### config.mk
export PLATFORM = sky130hd
export DESIGN_NAME = bounded_deque_remove_matching_unit
export DESIGN_NICKNAME = d
export VERILOG_FILES = /design/src/rtl/core/bdrm_pkg.sv /design/src/rtl/core/bdrm_ram.sv /design/src/rtl/core/bounded_deque_remove_matching_unit.sv
export SDC_FILE = /design/constraint.sdc
export NUM_CORES = 1
export LEC_CHECK = 0
export ABC_AREA = 1
export BUFFER_PORTS_ARGS = -buffer_cell sky130_fd_sc_hd__buf_4
export CAP_MARGIN = 10
export CORE_MARGIN = 2
export CORE_UTILIZATION = 45
export CTS_BUF_LIST = sky130_fd_sc_hd__clkbuf_2
export CTS_CLUSTER_DIAMETER = 120
export DETAILED_ROUTE_END_ITERATION = 8
export GPL_ROUTABILITY_DRIVEN = 0
export SLEW_MARGIN = 20
export SYNTH_ARGS = -nofsm -noshare
export SYNTH_HDL_FRONTEND = slang
export SYNTH_HIERARCHICAL = 1
export SYNTH_SLANG_ARGS = --single-unit
### constraint.sdc
create_clock -name clk_i -period 5.2 [get_ports clk_i]
set_clock_uncertainty 0.2 [all_clocks]
set_input_delay 0.52 -clock clk_i [delete_from_list [all_inputs] [get_ports clk_i]]
set_output_delay 0.52 -clock clk_i [all_outputs]
set_load 0.005 [all_outputs]
### src/rtl/core/bdrm_pkg.sv
`timescale 1ns / 1ps

package bdrm_pkg;

  localparam int unsigned DataW  = 32;
  localparam int unsigned CountW = 5;
  localparam int unsigned FuncW  = 2;

  typedef enum logic [FuncW-1:0] {
    FUNC_PUSH_FRONT = 2'd0,
    FUNC_PUSH_BACK  = 2'd1,
    FUNC_REMOVE     = 2'd2,
    FUNC_READ_ALL   = 2'd3
  } func_e;

  typedef enum logic [1:0] {
    ST_IDLE,
    ST_REMOVE,
    ST_READ
  } state_e;

endpackage

### src/rtl/core/bdrm_ram.sv
`timescale 1ns / 1ps

module bdrm_ram #(
  parameter int unsigned Width = 32,
  parameter int unsigned Depth = 16
) (
  input  logic                     clk_i,
  input  logic                     we_i,
  input  logic [$clog2(Depth)-1:0] waddr_i,
  input  logic [Width-1:0]         wdata_i,
  input  logic                     re_i,
  input  logic [$clog2(Depth)-1:0] raddr_i,
  output logic [Width-1:0]         rdata_o
);

  logic [Width-1:0] mem_q [Depth];
  logic [Width-1:0] rdata_q;

  always_ff @(posedge clk_i) begin
    if (we_i) begin
      mem_q[waddr_i] <= wdata_i;
    end
    if (re_i) begin
      rdata_q <= mem_q[raddr_i];
    end
  end

  assign rdata_o = rdata_q;

endmodule

### src/rtl/core/bounded_deque_remove_matching_unit.sv
`timescale 1ns / 1ps

// Bounded deque of signed 32-bit entries kept in a circular buffer in one
// RAM with a registered read. A push never raises busy, so pushes can be
// issued on every cycle. A remove-all-matching request walks the stored
// entries through the single RAM read port, one per cycle, and compacts the
// survivors in place; busy is high while it runs, even on an empty list. A
// read-all request streams the entries front to back, one per cycle, while
// busy is high; on an empty list it answers at once and busy stays low. Each
// result is shown for one cycle with valid_o high, in the cycle after the
// work that made it; the receiver cannot stall, so results must be captured
// when valid_o is high.
module bounded_deque_remove_matching_unit #(
  parameter int unsigned CAPACITY = 16
) (
  input  logic                                clk_i,
  input  logic                                rst_ni,
  input  logic                                start,
  output logic                                busy,
  input  bdrm_pkg::func_e                     func_i,
  input  logic signed [bdrm_pkg::DataW-1:0]   value_i,
  output logic                                valid_o,
  output logic                                ok_o,
  output logic [bdrm_pkg::CountW-1:0]         removed_count_o,
  output logic signed [bdrm_pkg::DataW-1:0]   item_o,
  output logic                                empty_res_o,
  output logic                                last_o
);

  import bdrm_pkg::*;

  localparam int unsigned AW = $clog2(CAPACITY);
  localparam int unsigned LW = $clog2(CAPACITY + 1);
  localparam logic [AW:0]   CapW = (AW+1)'(CAPACITY);
  localparam logic [LW-1:0] CapL = LW'(CAPACITY);
  localparam logic [AW-1:0] LastSlot = AW'(CAPACITY - 1);

  state_e state_q, state_d;

  logic [AW-1:0]    head_q, head_d;
  logic [LW-1:0]    len_q, len_d;
  logic [LW-1:0]    idx_q, idx_d;
  logic [LW-1:0]    keep_q, keep_d;
  logic [LW-1:0]    cnt_q, cnt_d;
  logic [DataW-1:0] value_q, value_d;
  logic             rd_valid_q, rd_valid_d;
  logic             rd_last_q, rd_last_d;

  logic             valid_q, valid_d;
  logic             ok_q, ok_d;
  logic [CountW-1:0] rcnt_q, rcnt_d;
  logic [DataW-1:0] item_q, item_d;
  logic             empty_q, empty_d;
  logic             last_q, last_d;

  logic             ram_we, ram_re;
  logic [AW-1:0]    ram_waddr, ram_raddr;
  logic [DataW-1:0] ram_wdata, ram_rdata;

  logic [AW-1:0]    wadd_op;
  logic [AW:0]      rsum, wsum;
  logic [AW-1:0]    raddr_wrap, waddr_wrap;

  // A push at the back writes just past the last entry; a remove writes the
  // next kept slot.
  assign wadd_op = (state_q == ST_IDLE) ? len_q[AW-1:0] : keep_q[AW-1:0];

  // Physical slot of a logical position: head plus offset, wrapped once.
  always_comb begin
    rsum = {1'b0, head_q} + {1'b0, idx_q[AW-1:0]};
    if (rsum >= CapW) begin
      rsum = rsum - CapW;
    end
    raddr_wrap = rsum[AW-1:0];
    wsum = {1'b0, head_q} + {1'b0, wadd_op};
    if (wsum >= CapW) begin
      wsum = wsum - CapW;
    end
    waddr_wrap = wsum[AW-1:0];
  end

  always_comb begin
    state_d    = state_q;
    head_d     = head_q;
    len_d      = len_q;
    idx_d      = idx_q;
    keep_d     = keep_q;
    cnt_d      = cnt_q;
    value_d    = value_q;
    rd_valid_d = 1'b0;
    rd_last_d  = 1'b0;
    valid_d    = 1'b0;
    ok_d       = 1'b0;
    rcnt_d     = '0;
    item_d     = '0;
    empty_d    = 1'b0;
    last_d     = 1'b0;
    ram_we     = 1'b0;
    ram_wdata  = ram_rdata;
    ram_re     = 1'b0;
    ram_raddr  = raddr_wrap;
    ram_waddr  = waddr_wrap;

    case (state_q)
      ST_IDLE: begin
        if (start) begin
          case (func_i)
            FUNC_PUSH_FRONT, FUNC_PUSH_BACK: begin
              valid_d = 1'b1;
              last_d  = 1'b1;
              if (len_q != CapL) begin
                ok_d      = 1'b1;
                len_d     = len_q + LW'(1);
                ram_we    = 1'b1;
                ram_wdata = value_i;
                if (func_i == FUNC_PUSH_FRONT) begin
                  head_d    = (head_q == '0) ? LastSlot : head_q - AW'(1);
                  ram_waddr = head_d;
                end
              end
            end
            FUNC_REMOVE: begin
              state_d = ST_REMOVE;
              idx_d   = '0;
              keep_d  = '0;
              cnt_d   = '0;
              value_d = value_i;
            end
            FUNC_READ_ALL: begin
              if (len_q == '0) begin
                valid_d = 1'b1;
                empty_d = 1'b1;
                last_d  = 1'b1;
              end else begin
                state_d = ST_READ;
                idx_d   = '0;
              end
            end
            default: begin
            end
          endcase
        end
      end

      ST_REMOVE: begin
        if (idx_q < len_q) begin
          ram_re     = 1'b1;
          idx_d      = idx_q + LW'(1);
          rd_valid_d = 1'b1;
        end
        // Entries that do not match slide down to the next kept slot.
        if (rd_valid_q) begin
          if (ram_rdata == value_q) begin
            cnt_d = cnt_q + LW'(1);
          end else begin
            ram_we = 1'b1;
            keep_d = keep_q + LW'(1);
          end
        end
        if (!(idx_q < len_q) && !rd_valid_q) begin
          len_d   = keep_q;
          valid_d = 1'b1;
          rcnt_d  = CountW'(cnt_q);
          last_d  = 1'b1;
          state_d = ST_IDLE;
        end
      end

      ST_READ: begin
        if (idx_q < len_q) begin
          ram_re     = 1'b1;
          idx_d      = idx_q + LW'(1);
          rd_valid_d = 1'b1;
          rd_last_d  = ((idx_q + LW'(1)) == len_q);
        end
        if (rd_valid_q) begin
          valid_d = 1'b1;
          item_d  = ram_rdata;
          last_d  = rd_last_q;
          if (rd_last_q) begin
            state_d = ST_IDLE;
          end
        end
      end

      default: begin
        state_d = ST_IDLE;
      end
    endcase
  end

  always_ff @(posedge clk_i or negedge rst_ni) begin
    if (!rst_ni) begin
      state_q    <= ST_IDLE;
      head_q     <= '0;
      len_q      <= '0;
      idx_q      <= '0;
      keep_q     <= '0;
      cnt_q      <= '0;
      rd_valid_q <= 1'b0;
      rd_last_q  <= 1'b0;
      valid_q    <= 1'b0;
    end else begin
      state_q    <= state_d;
      head_q     <= head_d;
      len_q      <= len_d;
      idx_q      <= idx_d;
      keep_q     <= keep_d;
      cnt_q      <= cnt_d;
      rd_valid_q <= rd_valid_d;
      rd_last_q  <= rd_last_d;
      valid_q    <= valid_d;
    end
  end

  always_ff @(posedge clk_i) begin
    value_q <= value_d;
    ok_q    <= ok_d;
    rcnt_q  <= rcnt_d;
    item_q  <= item_d;
    empty_q <= empty_d;
    last_q  <= last_d;
  end

  bdrm_ram #(
    .Width(DataW),
    .Depth(CAPACITY)
  ) u_ram (
    .clk_i  (clk_i),
    .we_i   (ram_we),
    .waddr_i(ram_waddr),
    .wdata_i(ram_wdata),
    .re_i   (ram_re),
    .raddr_i(ram_raddr),
    .rdata_o(ram_rdata)
  );

  assign busy            = (state_q != ST_IDLE);
  assign valid_o         = valid_q;
  assign ok_o            = ok_q;
  assign removed_count_o = rcnt_q;
  assign item_o          = item_q;
  assign empty_res_o     = empty_q;
  assign last_o          = last_q;

endmodule
Yosys cells after proc, flatten, opt, wreduce, memory -nomap -nowiden

Memory sizes are Yosys's and may differ from the RTL's. A register that Yosys moved wholly into a read port is not among the register bits.
Cells that the tools add are included.

$add $sub $neg: 9
Magnitude comparators: 3
Equality and inequality tests: 21
Multiplexer cells: 58
Reductions and logical operators: 22

Operators by type and width:

| operator                                                            | count |
|---|---|
| 32-bit two-way mux                                                  | 4 |
| 5-bit two-way mux                                                   | 13 |
| 5-bit one-hot mux with 2 select lines                               | 5 |
| 4-bit two-way mux                                                   | 9 |
| 32-bit == test                                                      | 1 |
| 5-bit AND reduction                                                 | 5 |
| 5-bit by 1-bit adder with 5-bit output (second input constant)      | 4 |
| 1-bit two-way mux                                                   | 16 |
| 2-bit != test (second input constant)                               | 7 |
| 4-bit by 1-bit subtractor with 4-bit output (second input constant) | 3 |
| 4-bit by 4-bit adder with 5-bit output                              | 2 |
| 5-bit >= comparator (second input constant)                         | 2 |
| 2-bit two-way mux                                                   | 5 |
| 2-bit by 1-bit != test with 1-bit output (second input constant)    | 4 |
| 2-bit == test (second input constant)                               | 3 |
| 1-bit one-hot mux with 3 select lines                               | 2 |
| 2-bit one-hot mux with 3 select lines                               | 1 |
| 3-bit AND reduction                                                 | 2 |
| 6-bit AND reduction                                                 | 1 |
| 2-bit nonzero test                                                  | 3 |
| 5-bit == test                                                       | 1 |
| 5-bit logical NOT                                                   | 1 |
| 5-bit < comparator                                                  | 1 |
| 5-bit != test (second input constant)                               | 1 |
| other kinds (11)                                                    | 17 |

Bits in registers: 101
Bits in writable memories: 512
Input port bits: 37
Output and inout port bits: 42
Word-level logic and storage cells: 129
Memories: 1

Memory list:

| memory      | words | width | read ports | clocked after Yosys merged registers in | write ports | line           | RTL |
|---|---|---|---|---|---|---|---|
| u_ram.mem_q | 16    | 32    | 1          | 1                                       | 1           | bdrm_ram.sv:16 | `logic [Width-1:0] mem_q [Depth];` |

Logic depth before layout (Yosys ltp)

Gate-level depths: netlist of run 1.

Word-level depth: 10
Mapped depth: 15
Gate-level depth less buffers: 14

Cells and area by module

The synthesis of run 1 kept the hierarchy.

By module, submodules not included:

| module                             | times used | cells each | area each (µm²) | seq. area each (µm²) |
|---|---|---|---|---|
| bdrm_ram                           | 1          | 2120       | 23050.9         | 16335.7 |
| bounded_deque_remove_matching_unit | 1          | 657        | 5277.6          | 2487.4 |

Worst setup path before layout of run 1

Ideal clock, no wire load.

Path kind: register to register
Start: register state_q[0]
End: memory u_ram.mem_q[4][0] (enable)
Library setup time: 0.421 ns
Data arrival time: 3.492 ns
Data required time: 4.579 ns
Path slack: 1.087 ns
Cell stages (with the launch flop): 14
Buffers on the path: 1
Period minus slack after synthesis: 4.113 ns
Cell sequence: dfrtp_1 inv_1 ha_1 buf_4 inv_2 o21ai_0 ha_1 a21o_1 a21oi_1 xor2_1 o21ai_0 inv_1 nand3b_1 nor2_1

Longest elaborated chain between the ends: 10
Elaborated cells between the ends (all ways): 15
Those cells by class: 2 x add/sub; 1 x order compare; 1 x eq/ne; 10 x mux; 1 x reduce/logical

RTL lines:

| item                                                                               | line                                                                                | RTL |
|---|---|---|
| from (decl)                                                                        | bounded_deque_remove_matching_unit.sv:38                                            | `state_e state_q, state_d;` |
| from (signal assigned)                                                             | bounded_deque_remove_matching_unit.sv:204                                           | `state_q <= state_d;` |
| 2-bit logical NOT *                                                                | bounded_deque_remove_matching_unit.sv:66, bounded_deque_remove_matching_unit.sv:104 |  |
| 4-bit two-way mux                                                                  | bounded_deque_remove_matching_unit.sv:66                                            | `assign wadd_op = (state_q == ST_IDLE) ? len_q[AW-1:0] : keep_q[AW-1:0];` |
| 4-bit by 4-bit adder with 5-bit output                                             | bounded_deque_remove_matching_unit.sv:75                                            | `wsum = {1'b0, head_q} + {1'b0, wadd_op};` |
| 4-bit by 1-bit subtractor with 4-bit output or 5-bit >= comparator (tied branches) | bounded_deque_remove_matching_unit.sv:77, bounded_deque_remove_matching_unit.sv:76  |  |
| 4-bit two-way mux                                                                  | bounded_deque_remove_matching_unit.sv:76                                            | `if (wsum >= CapW) begin` |
| 4-bit two-way mux                                                                  | bounded_deque_remove_matching_unit.sv:116                                           | `if (func_i == FUNC_PUSH_FRONT) begin` |
| 4-bit two-way mux                                                                  | bounded_deque_remove_matching_unit.sv:111                                           | `if (len_q != CapL) begin` |
| 4-bit two-way mux                                                                  | bounded_deque_remove_matching_unit.sv:107                                           | `case (func_i)` |
| 4-bit two-way mux                                                                  | bounded_deque_remove_matching_unit.sv:106                                           | `if (start) begin` |
| 4-bit two-way mux *                                                                | bounded_deque_remove_matching_unit.sv:104                                           | `case (state_q)` |
| net ram_waddr[3]                                                                   | bounded_deque_remove_matching_unit.sv:57                                            | `logic [AW-1:0] ram_waddr, ram_raddr;` |
| to (decl)                                                                          | bdrm_ram.sv:16                                                                      |  |

The timed path passes the listed nets; every way through them passes the cells marked *.

Worst setup path in the final report of run 1

Start: register state_q[0]
End: memory u_ram.mem_q[5][20] (enable)

Same word-level chain as after synthesis.

==> out/qor.yml, run 1 <==
place:
  post-dp-hpwl_um: 42900
  numPortBuffers: 78
  placed_area_sq_um: 29900
clock_tree:
  hold_buffers: 77
  cts_sinks: 645
  clock_latency_ns: 1.34
  clock-root-buffer: "clkbuf_2"
  clock_path_buffers: 3
  clk_pin_slew_ns: 0.10
  post-cts-setup-buffer-count: 0
  htreeDepth: 4
  cts_resized: 0
  cts_buffers: 164
  cts_tree: "done"
synth:
  syn_avg_cell_area_sq_um: 10.2
  netlist_instances: 2777
  yosysTopAreaCellShare: 0.611
  syn-cell-area_sq_um: 28300
  synthFlopType: "edfxtp_1"
  synth_edf_count: 576
  syn_nets: 2837
  synth_top_area_cell: "edfxtp_1"
  ys_seq_area_frac: 0.664
  ys_types: 41
  yosysWarnings: 6
  async_flop_share: 0.0450
  synth.area.top_cells: "edfxtp_1 (61%), nand2_1 (11%), nand3_1 (7.2%), inv_1 (6.3%), dfxtp_1 (2.8%)"
  ys_ff_latch: 645
grt:
  antenna_found_initial: 2
  grt_max_degree: 223
  grt_use_total: 0.227
  grt_overflow: 0
  grt_pass1_vias: 19200
  grt_pass1_wl_um: 110000
sta:
  grt_setup_unrepaired: "no"
  fin_crit_ns: 4.31
  timing.final.crit_share: 0.829
  fin_tns_setup_ns: 0
  setup_viol: 0
  drv_slew: 0
  hold_violations: 0
  fmaxAchievable_mhz: 232
  worst_pin_slew_ns: 1.09
  slew_headroom: 0.272
floorplan:
  die_y_um: 255
  rows: 91
  fp.coreArea_sq_um: 61900
  dieArea_sq_um: 65000
  io_pins: 79
  start_util: 0.457
  die_w_um: 255
worst_setup_path:
  crit_arrival_ns: 5.09
  critPathRequiredTime_ns: 5.99
  r2r_slack_ns: 0.89
  cp_max_fo: 20
  cp-start-kind: "register"
  r2r-end: "u_ram/mem_q[5][20]$_DFFE_PP_"
  crit_path_end_kind: "register"
  crit_start: "state_q[0]$_DFFE_PN0P_"
  criticalPathCategory: "reg2reg"
  crit_end: "u_ram/mem_q[5][20]$_DFFE_PP_"
  reg2reg_depth: 13
  r2r-start: "state_q[0]$_DFFE_PN0P_"
finish:
  syn_to_final_growth_pct: 14.0
  final_area_sq_um: 32300
  nets: 3093
  fillCellCount: 5623
  layout-drive-gt1-share: 0.145
  fin_util: 0.521
drt:
  drt_wl_total_um: 71900
  ant_nets: 0
  vias: 19800
  drc: 0
  wl_per_cell_um: 18.0
  first_pass_iters: 5
  routed_via_density: 4.95
  drtIter0Drc: 1637
outcome:
  status: "complete, no violations"
flow_run:
  max-cap-violations: 0
power:
  p_leak_nw: 14.2
  vdd_drop_max_mv: 0.939
  power_w: 0.0212
  p_per_area_nw_per_um2: 657
worst_hold_path:
  hold_path.class: "in2reg"
-- cell usage after synthesis, types with 14 or more instances --
master / n
nand2_1: 859
edfxtp_1: 576
inv_1: 476
nand3_1: 406
nor2_1: 92
o21ai_0: 46
buf_2: 43
dfxtp_1: 40
buf_6: 31
dfrtp_1: 29
xnor2_1: 22
ha_1: 21
xor2_1: 20
clkbuf_1: 18
o21ai_1: 15
buf_1: 14
-- how the worst min path moves through the flow --
stage                              from                       endpoint  slack [ns]  cells past startpoint
floorplan                        rst_ni           cnt_q[0]$_DFFE_PN0P_        0.02                      0
global placement    rd_last_q$_DFF_PN0_                 last_o$_DFF_P_        0.27                      2
detailed placement  rd_last_q$_DFF_PN0_                 last_o$_DFF_P_        0.27                      2
CTS                           func_i[0]                 last_o$_DFF_P_       0.001                      9
global route                value_i[26]   u_ram/mem_q[4][26]$_DFFE_PP_        0.06                      4
finish                      value_i[28]  u_ram/mem_q[10][28]$_DFFE_PP_        0.18                      4
-- metal layers --
metal	up-vias	routed length (um)	global-route usage
met4	0	1190	0.0739
li1	9552	-	-
met1	9413	31600	0.311
met3	92	5720	0.0591
met5	-	0	0
met2	720	33400	0.352
-- worst max-delay path: stages (launching register included) --
cell,delay (ns)
dfrtp_1,0.42
inv_1,0.11
ha_1,0.35
inv_2,0.14
o21ai_0,0.30
ha_1,0.30
a21o_1,0.15
a21oi_1,0.14
xor2_1,0.09
o21ai_0,0.29
inv_1,0.15
nand3b_1,0.44
nor2_4,0.53
buf_4,0.36
-- report_power, final --
part / leakage [nW] / internal, W / switching (W)
clock: 1.20 / 0.00158 / 0.00203
sequential: 5.92 / 0.00728 / 0.000273
combinational: 7.11 / 0.00261 / 0.00746
-- cell type report --
type                            instances  area [sq um]  area share
Sequential cell                       645         18800       0.583
Inverter                              485          1830      0.0568
Timing Repair Buffer                  209          1890      0.0585
Tap cell                              837          1050      0.0324
Clock buffer                          251          1260      0.0389
Multi-Input combinational cell       1528          7100       0.220
Clock inverter                         41           333      0.0103
Antenna cell                            3          7.51    0.000232
-- cells in the final DEF, fill, tap and decap left out, types with 29 or more instances in the layout --
cell type,instances
dlygate4sd3_1,76
inv_1,473
edfxtp_1,576
o21ai_0,32
buf_4,122
nand3_1,406
dfrtp_1,29
dfxtp_1,40
nor2_1,75
nand2_1,858
clkbuf_2,251
-- flip-flops by register name, summed over array words and instances, names as in the netlist --
signal	count
len_q	5
rd_valid_q	1
state_q	2
head_q	4
keep_q	5
last_o	1
removed_count_o	5
rd_last_q	1
u_ram/mem_q	512
idx_q	5
value_q	32
ok_o	1
valid_o	1
item_o	32
cnt_q	5
u_ram/rdata_o	32
empty_res_o	1
-- kinds of logic after synthesis --
| family | share of synthesized area |
|---|---|
| flip-flops | 0.664 |
| buffers and inverters | 0.0923 |
| adder cells (fa/ha/maj) | 0.0107 |
| AO/OA/AOI/OAI | 0.0150 |
| multiplexers | 0.000707 |
| XOR/XNOR | 0.0130 |
| AND/OR/NAND/NOR | 0.204 |
-- per-stage QoR --
step,setup slack [ns],cells,hold slack (ns)
after floorplan,1.09,2777,0.0244
after detailed placement,0.979,3626,0.271
after global placement,0.988,3626,0.271
after global routing,0.706,3999,0.0566
after CTS,0.919,3995,0.00139
final,0.891,3999,0.181
(Power assumes the default switching activity.)
==> run 2: changes to the inputs <==
ABC_AREA = 0   (was 1)
clock period = 4.18 ns   (was 5.2 ns; I/O delays follow)
==> out/qor.yml, run 2 <==
outcome:
  status: "complete, no violations"
worst_setup_path:
  crit_arrival_ns: 4.69
  critPathRequiredTime_ns: 4.94
  criticalPathCategory: "reg2reg"
  cp_cell_sequence: "inv_1, ha_1, mux2_2, ha_1, a21o_1, a21oi_1, xnor2_1, o21ai_0, or3b_2, nor2_4, buf_16"
  crit_family: "simple AND/OR/NAND/NOR gates"
  max_stage_delay_ns: 0.53
  crit_path_end_kind: "register"
  cp_max_fo: 18
  cp-start-kind: "register"
  critical_path_buf_inv_count: 2
  crit_top_cell: "ha_1"
  slowest_stage: "or3b_2"
sta:
  fmaxAchievable_mhz: 254
  fin_crit_ns: 3.93
  fin_ws_ns: 0.245
  worst_pin_slew_ns: 1.09
  slew_headroom: 0.275
  drv_slew: 0
  grt_setup_unrepaired: "no"
  setup_viol: 0
  hold_violations: 0
  timing.final.crit_share: 0.941
finish:
  layout_common_cells: "edfxtp_1 (576), clkbuf_2 (230), mux4_2 (128)"
  layout-drive-gt1-share: 0.320
  regMostFlops: "u_ram/mem_q"
  syn_to_final_growth_pct: 17.7
  nets: 1673
  fin_util: 0.536
  largest_register_ffs: 512
  mostFrequentLayoutCell: "edfxtp_1"
grt:
  grt_use_total: 0.222
  antenna_found_initial: 7
  grt_pass1_wl_um: 91100
  grt_overflow: 0
  grt_max_degree: 38
  grt_pass1_vias: 14300
power:
  p_leak_nw: 10.4
  clockPowerShare: 0.161
  p_per_area_nw_per_um2: 882
  power.switching_w: 0.0102
  power.share.switching: 0.389
  p_seq_frac: 0.382
  p_int_w: 0.0160
  p_comb_frac: 0.457
  vdd_drop_max_mv: 0.559
synth:
  synthFlopType: "edfxtp_1"
  ys_types: 57
  yosysWarnings: 6
  synth_edf_count: 576
  ys_seq_area_frac: 0.748
  syn_avg_cell_area_sq_um: 19.5
  netlist_instances: 1288
  synthTopCellsByCount: "edfxtp_1 (576), mux4_2 (128), a22oi_1 (65)"
  syn_nets: 1348
  synth_most_common_cell: "edfxtp_1"
  ys_ff_latch: 645
  synth_top_area_cell: "edfxtp_1"
  syn-cell-area_sq_um: 25200
  synth.area.top_cells: "edfxtp_1 (69%), mux4_2 (11%), dfxtp_1 (3.2%), dfrtp_1 (2.9%), a22oi_1 (1.9%)"
  async_flop_share: 0.0450
  yosysTopAreaCellShare: 0.688
drt:
  ant_nets: 0
  routed_via_density: 5.54
  drt_wl_total_um: 61800
  wl_per_cell_um: 24.8
  first_pass_iters: 5
  vias: 13800
  drtIter0Drc: 1289
  drc: 0
place:
  post-dp-hpwl_um: 36400
  dp_slack_ns: 0.182
  numPortBuffers: 78
clock_tree:
  cts_sinks: 645
  cts_buffers: 161
  clock_latency_ns: 1.34
  clk_pin_slew_ns: 0.11
  cts_tree: "done"
  htreeDepth: 4
  clock-root-buffer: "clkbuf_2"
  clock_path_buffers: 3
floorplan:
  rows: 86
  fp.coreArea_sq_um: 55200
  die_y_um: 240
  dieArea_sq_um: 57800
  start_util: 0.456
  io_pins: 79
  die_w_um: 240
worst_hold_path:
  hold_path.class: "in2reg"
flow_run:
  max-cap-violations: 0
run 2: cell count changes in the layout (fill, tap and decap cells not counted), sizes merged, moves of 21 or more:
cell / change
o21ai: -41
mux2: +38
nand3: -399
nor2: -60
inv: -461
clkbuf: -21
and3: +34
nand2: -809
mux4: +128
a22oi: +65
run 2: worst paths after layout:
| kind | startpoint | end | slack (ns) | cells past startpoint |
|---|---|---|---|---|
| setup reg to reg | state_q[1]$_DFFE_PN0P_ | u_ram/mem_q[3][5]$_DFFE_PP_ | 0.25 | 11 |
| max in group asynchronous | rst_ni | head_q[0]$_DFFE_PN0P_ | 3.11 | 5 |
| min in group asynchronous | rst_ni | state_q[0]$_DFFE_PN0P_ | 0.44 | 5 |
| hold / removal | value_i[17] | u_ram/mem_q[8][17]$_DFFE_PP_ | 0.17 | 3 |
| hold reg to reg | cnt_q[4]$_DFFE_PN0P_ | removed_count_o[4]$_SDFF_PN0_ | 0.34 | 1 |
| setup / recovery | state_q[1]$_DFFE_PN0P_ | u_ram/mem_q[3][5]$_DFFE_PP_ | 0.25 | 11 |
run 2: layout make-up:
type / instances / area, sq um
inverter: 22 / 85.1
clock inverter: 54 / 317
antenna: 6 / 15.0
sequential: 645 / 18800
tap: 748 / 936
timing repair buffer: 222 / 2130
multi-input combinational: 561 / 6160
clock buffer: 230 / 1150
fill: 4481 / 25600
run 2: logic make-up after synthesis:
logic type | Yosys count | share of synthesized area
AO/OA/AOI/OAI | 136 | 0.0372
AND/OR/NAND/NOR | 180 | 0.0370
buffers and inverters | 84 | 0.0148
flip-flops | 645 | 0.748
adder cells (fa/ha/maj) | 23 | 0.0120
XOR/XNOR | 46 | 0.0160
multiplexers | 174 | 0.135
run 2: per-stage QoR:
stage | setup TNS, ns | area (sq um) | hold WS (ns) | std cells | total power, W
final | 0 | 29600 | 0.173 | 2488 | 0.0261
after global routing | 0 | 29600 | -0.00227 | 2488 | 0.0275
after CTS | 0 | 29600 | 0.00185 | 2479 | 0.0263
after detailed placement | 0 | 27300 | 0.185 | 2115 | 0.0219
after global placement | 0 | 27200 | 0.180 | 2113 | 0.0218
after floorplan | -107.74 | 25200 | -0.0776 | 1288 | 0.0172
run 2: worst reg2reg max path, cell delays in order, from the launching register on:
cell,delay [ns]
dfrtp_1,0.41
inv_1,0.08
ha_1,0.26
mux2_2,0.38
ha_1,0.27
a21o_1,0.15
a21oi_1,0.18
xnor2_1,0.15
o21ai_0,0.17
or3b_2,0.53
nor2_4,0.51
buf_16,0.25
run 2: timing repair:
item	4_1_cts	5_1_grt
resized for setup	0	1
hold buffers	80	0
endpoints found under the hold margin	965	0
buffers inserted	0	0
endpoints found under the setup margin	0	64
run 2: power groups by stage:
| stage | registers (W) | logic [W] | clock network (W) |
|---|---|---|---|
| floorplan | 0.00995 | 0.00729 | 0 |
| global placement | 0.0101 | 0.0118 | 0 |
| detailed placement | 0.0101 | 0.0118 | 0 |
| CTS | 0.00997 | 0.0120 | 0.00437 |
| global route | 0.0101 | 0.0128 | 0.00470 |
| finish | 0.00996 | 0.0119 | 0.00422 |
run 2: routing by layer:
layer / GRT usage / wire (um)
met3: 0.0726 / 4900
met1: 0.306 / 26600
met4: 0.0779 / 1510
met2: 0.334 / 28700
met5: 0 / 9
==> run 3: changes to the inputs <==
SKIP_CTS_REPAIR_TIMING = 1   (was unset)
SYNTH_HIERARCHICAL = unset   (was 1)
clock period = 4.33 ns   (was 4.18 ns; I/O delays follow)
==> out/qor.yml, run 3 <==
finish:
  nets: 1738
  regMostFlops: "u_ram.mem_q"
  mostFrequentLayoutCell: "edfxtp_1"
  layout_common_cells: "edfxtp_1 (576), clkbuf_2 (245), buf_4 (129)"
  final_area_sq_um: 29900
  layout-drive-gt1-share: 0.334
  fin_util: 0.531
  syn_to_final_growth_pct: 17.1
  stdcell_count: 2563
  largest_register_ffs: 512
floorplan:
  start_util: 0.454
  fp.coreArea_sq_um: 56300
  dieArea_sq_um: 58700
  die_w_um: 242
  die_y_um: 242
  io_pins: 79
  rows: 87
synth:
  synth_edf_count: 576
  syn_nets: 1427
  yosysWarnings: 0
  synth_most_common_cell: "edfxtp_1"
  netlist_instances: 1367
  synthTopCellsByCount: "edfxtp_1 (576), mux4_2 (128), nand2_1 (95)"
  ys_seq_area_frac: 0.737
  ys_types: 58
  yosysTopAreaCellShare: 0.677
  synthFlopType: "edfxtp_1"
  syn_avg_cell_area_sq_um: 18.7
  syn-cell-area_sq_um: 25500
  ys_ff_latch: 645
  async_flop_share: 0.0450
  synth.area.top_cells: "edfxtp_1 (68%), mux4_2 (11%), dfxtp_1 (3.1%), dfrtp_1 (2.8%), mux2_2 (1.5%)"
  synth_top_area_cell: "edfxtp_1"
drt:
  drtIter0Drc: 976
  first_pass_iters: 5
  drt_wl_total_um: 61300
  drc: 0
  wl_per_cell_um: 23.9
  ant_nets: 0
  vias: 14100
  routed_via_density: 5.48
worst_setup_path:
  crit_end: "u_ram.mem_q[10][11]$_DFFE_PP_"
  cp-start-kind: "register"
  crit_path_end_kind: "register"
  crit_start: "state_q[1]$_DFFE_PN0P_"
  r2r_slack_ns: 0.26
  crit_arrival_ns: 4.80
  criticalPathCategory: "reg2reg"
  critPathRequiredTime_ns: 5.06
  r2r-start: "state_q[1]$_DFFE_PN0P_"
  reg2reg_depth: 10
  r2r-end: "u_ram.mem_q[10][11]$_DFFE_PP_"
  cp_max_fo: 17
clock_tree:
  clock_path_buffers: 3
  clock-root-buffer: "clkbuf_2"
  cts_buffers: 163
  htreeDepth: 4
  clk_pin_slew_ns: 0.10
  clock_latency_ns: 1.30
  cts_tree: "done"
  cts_sinks: 645
place:
  dpl.cell_count: 2190
  post-dp-hpwl_um: 35800
  numPortBuffers: 78
  placed_area_sq_um: 27600
grt:
  grt_use_total: 0.210
  grt_overflow: 0
  grt_pass1_wl_um: 90000
  grt_pass1_vias: 14500
  antenna_found_initial: 2
  grt_max_degree: 39
power:
  power.share.switching: 0.383
  p_comb_frac: 0.440
  p_seq_frac: 0.387
  p_per_area_nw_per_um2: 805
  p_int_w: 0.0148
  p_leak_nw: 10.4
  clockPowerShare: 0.173
  power_w: 0.0241
  power.switching_w: 0.00921
  vdd_drop_max_mv: 0.433
sta:
  worst_pin_slew_ns: 1.07
  timing.final.crit_share: 0.939
  fin_tns_setup_ns: 0
  grt_setup_unrepaired: "no"
  setup_viol: 0
  fmaxAchievable_mhz: 246
  hold_violations: 0
  drv_slew: 0
  fin_crit_ns: 4.07
  slew_headroom: 0.287
worst_hold_path:
  hold_path.class: "in2reg"
outcome:
  status: "complete, no violations"
flow_run:
  max-cap-violations: 0
[run 3: cell count changes after synthesis, sizes merged, moves of 8 or more]
cell    before  now
a211oi       2   33
nor2        31   11
a22oi       65    1
and2         7   34
clkbuf      29   38
a31oi        0   39
nand3        7   17
nor3        14   22
nand2       55   97
[run 3: cell type report]
class                           instances  area (sq um)
Clock buffer                          245          1230
Sequential cell                       645         18800
Tap cell                              756           946
Clock inverter                         48           299
Inverter                               21          78.8
Multi-Input combinational cell        629          6540
Timing Repair Buffer                  218          1970
Fill cell                            4604         26400
Antenna cell                            1          2.50
[run 3: worst max-delay path, stage by stage (launching register included)]
cell and delay (ns):
dfrtp_1 0.41, inv_1 0.11, ha_1 0.19, mux2_2 0.34, ha_1 0.21, fa_1 0.41, xnor2_1 0.21, o21a_1 0.31
nand2_1 0.20, nor3_4 0.84, buf_12 0.25
[run 3: worst min-delay path by stage]
| stage | endpoint | slack (ns) | startpoint | depth (start not counted) |
|---|---|---|---|---|
| 6_report | u_ram.mem_q[0][19]$_DFFE_PP_ | 0.08 | value_i[19] | 3 |
| 5_1_grt | u_ram.mem_q[0][19]$_DFFE_PP_ | -0.005 | value_i[19] | 3 |
| 4_1_cts | state_q[1]$_DFFE_PN0P_ | -1.31 | rst_ni | 1 |
| 3_5_place_dp | idx_q[4]$_DFFE_PN0P_ | 0.19 | rst_ni | 1 |
| 3_3_place_gp | idx_q[4]$_DFFE_PN0P_ | 0.19 | rst_ni | 1 |
| 2_1_floorplan | cnt_q[0]$_DFFE_PN0P_ | -0.06 | rst_ni | 0 |
[run 3: per-stage QoR]
step | setup WS [ns] | hold WS (ns)
6_report | 0.263 | 0.0800
5_1_grt | 0.0135 | -0.00506
3_3_place_gp | 0.260 | 0.192
2_1_floorplan | -0.957 | -0.0626
3_5_place_dp | 0.102 | 0.192
4_1_cts | 0.0740 | -1.31
[run 3: per-layer routing]
metal | wire (um) | vias up | global-route usage | share of wire
met1 | 26700 | 7288 | 0.282 | 0.44
met2 | 29700 | 437 | 0.331 | 0.48
met4 | 1600 | 0 | 0.0910 | 0.026
li1 | - | 6238 | - | -
met3 | 3310 | 94 | 0.0476 | 0.054
met5 | 0 | - | 0 | 0
[run 3: cells by family after synthesis]
logic type      share of synthesized area
compound gates                     0.0362
xor+xnor                           0.0154
fa+ha+maj                          0.0119
buf+inv                            0.0158
flops                               0.737
mux                                 0.131
simple gates                       0.0526
[run 3: power groups by stage]
stage                     registers (W)  clock network [W]  logic [W]
after floorplan                 0.00928                  0    0.00715
after global placement          0.00941                  0     0.0105
after detailed placement        0.00944                  0     0.0107
after CTS                       0.00930            0.00430     0.0107
after global routing            0.00939            0.00462     0.0115
final                           0.00930            0.00416     0.0106
